[src/rtl/es_pkg.sv]
// ---------------------------------------------------------------------------
// es_pkg: shared definitions of the exponential search block
// Widths, operation codes, state encoding and the command and status
// structs between the controller and the datapath.
// ---------------------------------------------------------------------------
`timescale 1ns / 1ps
`default_nettype none

package es_pkg;

  // Fixed field widths.
  localparam int unsigned VALUE_W   = 32;
  localparam int unsigned OP_W      = 2;
  localparam int unsigned POS_W     = 10;
  localparam int unsigned DEPTH_DEF = 1024;

  // Operation codes of an input item.
  typedef enum logic [OP_W-1:0] {
    OP_APPEND = 2'd0,
    OP_SEARCH = 2'd1,
    OP_CLEAR  = 2'd2
  } es_op_t;

  // Controller states.
  typedef enum logic [2:0] {
    ST_IDLE,
    ST_CHK0,
    ST_DBL,
    ST_BS_SET,
    ST_BS_RD,
    ST_BS_CMP,
    ST_FIN
  } es_state_t;

  // Read address sources.
  typedef enum logic [1:0] {
    RD_ZERO,
    RD_ONE,
    RD_DBL,
    RD_MID
  } es_rd_sel_t;

  // Kinds of search result.
  typedef enum logic [1:0] {
    RES_MISS,
    RES_FIRST,
    RES_MID
  } es_res_t;

  // Commands from the controller to the datapath.
  typedef struct packed {
    logic       append;
    logic       clear;
    logic       load_key;
    logic       rd_en;
    es_rd_sel_t rd_sel;
    logic       i_init;
    logic       i_double;
    logic       bs_init;
    logic       mid_load;
    logic       lo_up;
    logic       hi_down;
    logic       pend_set;
    es_res_t    pend_kind;
    logic       out_load;
  } es_cmd_t;

  // Status from the datapath to the controller.
  typedef struct packed {
    logic count_zero;
    logic n_gt_one;
    logic eq;
    logic lt;
    logic dbl_lt_n;
    logic mid_eq_lo;
    logic mid_eq_hi;
    logic out_free;
  } es_stat_t;

endpackage

`default_nettype wire

[src/rtl/es_ctrl.sv]
// ---------------------------------------------------------------------------
// es_ctrl: controller of the exponential search block
// Sequences the first-element check, the doubling phase and the binary
// search, one memory read per step, and hands the result to the output.
// ---------------------------------------------------------------------------
`timescale 1ns / 1ps
`default_nettype none

module es_ctrl import es_pkg::*; (
  input  logic            clk,
  input  logic            rst,
  input  logic            in_valid,
  input  logic [OP_W-1:0] in_op,
  output logic            in_ready,
  output es_cmd_t         cmd,
  input  es_stat_t        stat
);

  es_state_t state, state_next;

  // State register.
  always_ff @(posedge clk) begin
    if (rst) begin
      state <= ST_IDLE;
    end else begin
      state <= state_next;
    end
  end

  // Items are taken only in the idle state.
  assign in_ready = (state == ST_IDLE) && !rst;

  // Next state and commands.
  always_comb begin
    state_next = state;
    cmd        = '0;
    unique case (state)
      ST_IDLE: begin
        if (in_valid && in_ready) begin
          unique case (es_op_t'(in_op))
            OP_APPEND: cmd.append = 1'b1;
            OP_CLEAR:  cmd.clear  = 1'b1;
            OP_SEARCH: begin
              cmd.load_key = 1'b1;
              if (stat.count_zero) begin
                cmd.pend_set  = 1'b1;
                cmd.pend_kind = RES_MISS;
                state_next    = ST_FIN;
              end else begin
                cmd.rd_en  = 1'b1;
                cmd.rd_sel = RD_ZERO;
                state_next = ST_CHK0;
              end
            end
            default: ;
          endcase
        end
      end
      ST_CHK0: begin
        // The first element answers position zero on a match.
        if (stat.eq) begin
          cmd.pend_set  = 1'b1;
          cmd.pend_kind = RES_FIRST;
          state_next    = ST_FIN;
        end else begin
          cmd.i_init = 1'b1;
          if (stat.n_gt_one) begin
            cmd.rd_en  = 1'b1;
            cmd.rd_sel = RD_ONE;
            state_next = ST_DBL;
          end else begin
            state_next = ST_BS_SET;
          end
        end
      end
      ST_DBL: begin
        // Double the bound while the element there is at most the key.
        if (stat.eq || stat.lt) begin
          cmd.i_double = 1'b1;
          if (stat.dbl_lt_n) begin
            cmd.rd_en  = 1'b1;
            cmd.rd_sel = RD_DBL;
          end else begin
            state_next = ST_BS_SET;
          end
        end else begin
          state_next = ST_BS_SET;
        end
      end
      ST_BS_SET: begin
        cmd.bs_init = 1'b1;
        state_next  = ST_BS_RD;
      end
      ST_BS_RD: begin
        cmd.mid_load = 1'b1;
        cmd.rd_en    = 1'b1;
        cmd.rd_sel   = RD_MID;
        state_next   = ST_BS_CMP;
      end
      ST_BS_CMP: begin
        // Narrow the window; an empty window means the key is absent.
        if (stat.eq) begin
          cmd.pend_set  = 1'b1;
          cmd.pend_kind = RES_MID;
          state_next    = ST_FIN;
        end else if (stat.lt) begin
          if (stat.mid_eq_hi) begin
            cmd.pend_set  = 1'b1;
            cmd.pend_kind = RES_MISS;
            state_next    = ST_FIN;
          end else begin
            cmd.lo_up  = 1'b1;
            state_next = ST_BS_RD;
          end
        end else begin
          if (stat.mid_eq_lo) begin
            cmd.pend_set  = 1'b1;
            cmd.pend_kind = RES_MISS;
            state_next    = ST_FIN;
          end else begin
            cmd.hi_down = 1'b1;
            state_next  = ST_BS_RD;
          end
        end
      end
      ST_FIN: begin
        // Wait for the output register to be free.
        if (stat.out_free) begin
          cmd.out_load = 1'b1;
          state_next   = ST_IDLE;
        end
      end
      default: state_next = ST_IDLE;
    endcase
  end

endmodule

`default_nettype wire

[config.mk]
export PLATFORM = sky130hd
export DESIGN_NAME = es_ctrl
export DESIGN_NICKNAME = d
export VERILOG_FILES = /design/src/rtl/es_pkg.sv /design/src/rtl/es_ctrl.sv
export SDC_FILE = /design/constraint.sdc
export NUM_CORES = 1
export LEC_CHECK = 0
export BUFFER_PORTS_ARGS = -buffer_cell sky130_fd_sc_hd__buf_2
export CORE_AREA = 2 2 39 41
export DETAILED_ROUTE_END_ITERATION = 8
export DIE_AREA = 0 0 41 43
export PLACE_DENSITY = 0.68
export SYNTH_ARGS = -nofsm -noshare
export SYNTH_HDL_FRONTEND = slang
export SYNTH_SLANG_ARGS = --single-unit
[constraint.sdc]
create_clock -name clk -period 1 [get_ports clk]
set_input_delay 0.05 -clock clk [delete_from_list [all_inputs] [get_ports clk]]
set_output_delay 0.05 -clock clk [all_outputs]
set_load 0.01 [all_outputs]
==> impl_results.md <==
- Number of library cell types mapped by synthesis: 34
- Number of vias per cell: 5.000
- DIE WIDTH: 41 um
- Leak: 0.4754 nW
- Syn. warnings: 0
- Num rows: 14
- Largest net degree at the start of global routing: 9
- Critical path arrival: 1420 ps
- TritonCTS clock tree: built
- PD cells: 1154 nW/um2
- H-tree lvl count: 1
- CTS Root Cell: clkbuf_4
- Hold_ws: 105.7 ps
- Cells along the critical path: or3_4, nor4b_4, buf_2
- Commonest non-fill, non-tap cell in the layout: buf_2
- Post-synth top area share: 0.1348
- Final GP Congestion: 0.8260
- Crit path largest cell delay: 410 ps
- Synthesized area: 445.4 um2
- Multi-input logic area: 493.0 um2
- CTS buffer count: 3
- Flops & latches, synth: 3
- ANT nets after route: 0
- Hold Vio Cnt, Final: 0
- VDD IR max: 735.7 uV
- Pre-antenna DRT Iters: 4
- Area after DPL: 753.2 um2
- Final Instance Area: 999.7 um2
- Port Buffers: 29
- Fraction of layout cells with a size suffix above 1: 0.7414
- Ant. Diodes: 0
- Rel. slew slack: 0.8567
- Core area: 1384 um2
- Hold_buf cts: 0
- Crit-path max FO: 5
- Most frequent cells in the layout: buf_2 (28), buf_4 (16), buf_6 (10)
- DRC: 0
- Dpl hpwl: 1212 um
- First-pass GRT wire length: 2497 um
- Outcome: complete, but fails checks
- Max reg flops: 3
- I/O Pins: 30
- Synthesized instance count: 60
- Slew Viols, Final: 0
- Slowest cell on the critical path: or3_4
- Gr usage total: 0.2068
- Final TNS setup: -6493 ps
- Final Setup Violations: 20
- RSZ-0062 raised after global routing: yes
- Yosys top cell by area: dfxtp_1
- Num Clock Sinks: 3
- Post-place setup slack: -243.2 ps
- Initial antenna violation count: 0
- Max-cap violations: 0
- CP required: 950 ps
- Syn Area/Cell: 7.424 um2
- Syn Nets: 73
- Top reg by flops: state
- Clock Latency Late Sink: 230 ps
- NumNets Final: 130
- Sequential share of the synthesized area: 0.1348
- Drt total wl: 1779 um
- Startpoint Class: register
- Vias: 660
- Worst setup margin: -469.3 ps
- Wire length per cell: 13.48 um
- Area grow syn2layout: 124.4%
- Die ar.: 1763 um2
- Vias in the first global route: 591
- Die Span Y: 43 um
- Minimum clock period: 1469 ps
- Register area: 68.82 um2
- Failing checks: setup timing
- Fmax: 0.6806 GHz
- Worst min path class: primary input to register
- Max clock buf depth: 2
- Slew @ Worst Pin: 213.4 ps
- Top cells by area, synth: dfxtp_1 (13%), nor2_1 (7.6%), nand2b_1 (7.0%), a21oi_1 (4.5%), and4bb_4 (3.7%)
- Final Cycle Share: 1.469
- CTS clk-pin slew, worst paths: 40 ps
- Leading registers by flop count: state (3)
- Total congestion overflow: 0
- Worst Setup Path Type: register to output pin
- Drt initial violations: 9
- Clk_skew: 3.822 ps
- Initial Utilization: 0.3219
- CP endpoint kind: output pin
- # fillers: 96
## cells in the mapped netlist
| cell type | count |
|---|---|
| nor2b_1 | 1 |
| inv_1 | 1 |
| a31oi_1 | 1 |
| mux2_1 | 1 |
| o21ai_1 | 3 |
| and4bb_4 | 1 |
| dfxtp_1 | 3 |
| xor2_1 | 1 |
| buf_6 | 1 |
| a221o_1 | 1 |
| and3_1 | 2 |
| a21oi_1 | 4 |
| nand3b_1 | 2 |
| buf_2 | 2 |
| or3_4 | 1 |
| o32ai_1 | 1 |
| a211oi_1 | 2 |
| nor2b_4 | 1 |
| nor4_1 | 1 |
| nor4_2 | 1 |
| a221oi_1 | 1 |
| nor2_1 | 9 |
| nor3_2 | 1 |
| and2_1 | 1 |
| and2b_1 | 2 |
| nor3_1 | 1 |
| a21o_1 | 1 |
| nor4b_2 | 1 |
| nand3_1 | 1 |
| nand2_1 | 3 |
| o21bai_1 | 1 |
| nand2b_1 | 5 |
| nor4b_1 | 1 |
| or2_1 | 1 |
## worst paths after layout
kind | from | to | slack, ps | cells after the start
setup / recovery | state[0] | cmd[14] | -470 | 3
hold / removal | stat[7] | state[2] | 110 | 3
setup reg to reg | state[1] | state[0] | -400 | 6
hold reg to reg | state[0] | state[2] | 780 | 5
## through the flow
stage          utilization  power [W]  std cells
2_1_floorplan            -  0.0004972         60
3_3_place_gp        0.5443  0.0006904        117
3_5_place_dp        0.5443  0.0007028        117
4_1_cts             0.6763   0.001090        129
5_1_grt             0.7224   0.001235        132
6_report            0.7224   0.001154        132
## final cells by class
class | instances | area share
inverters | 1 | 0.003755
clock buffers | 4 | 0.02628
flip-flops and latches | 3 | 0.06884
well taps | 16 | 0.02003
multi-input cells | 53 | 0.4931
repair buffers | 55 | 0.3880
## metal layers
metal | part of all wire | track usage | vias up | wire length (um)
met1 | 0.40 | 0.2315 | 301 | 714
met3 | 0.057 | 0.03141 | 0 | 102
met4 | 0 | 0.04000 | 0 | 0
li1 | - | - | 334 | -
met5 | 0 | 0 | - | 0
met2 | 0.54 | 0.3813 | 25 | 963
## critical path, delay by kind of cell (launching register included)
family,cells,cell delay [ps]
buffers and inverters,1,170
AND/OR/NAND/NOR,2,670
flip-flops,1,350
## logic make-up after synthesis
| kind of cell | Yosys count | synth area share |
|---|---|---|
| and+or+nand+nor | 36 | 0.5421 |
| AOI/OAI and AO/OA | 15 | 0.2219 |
| buffers and inverters | 4 | 0.05617 |
| DFF | 3 | 0.1348 |
| xor gates and xnor gates | 1 | 0.01967 |
| muxes | 1 | 0.02528 |
## power breakdown
group          leakage, nW  switching [W]  internal, W
sequential          0.0264      0.0000161     0.000144
clock               0.0150      0.0000605     0.000149
combinational        0.434       0.000371     0.000414
total                0.475       0.000447     0.000707
## timing repair
item | in CTS | in global routing
endpoints found under the setup margin | 20 | 20
cloned | 1 | 0
buffers inserted | 7 | 3
hold endpoints to repair | 0 | 0
pin swaps | 11 | 5
gates resized for setup | 22 | 11
(Power assumes the default switching activity.)
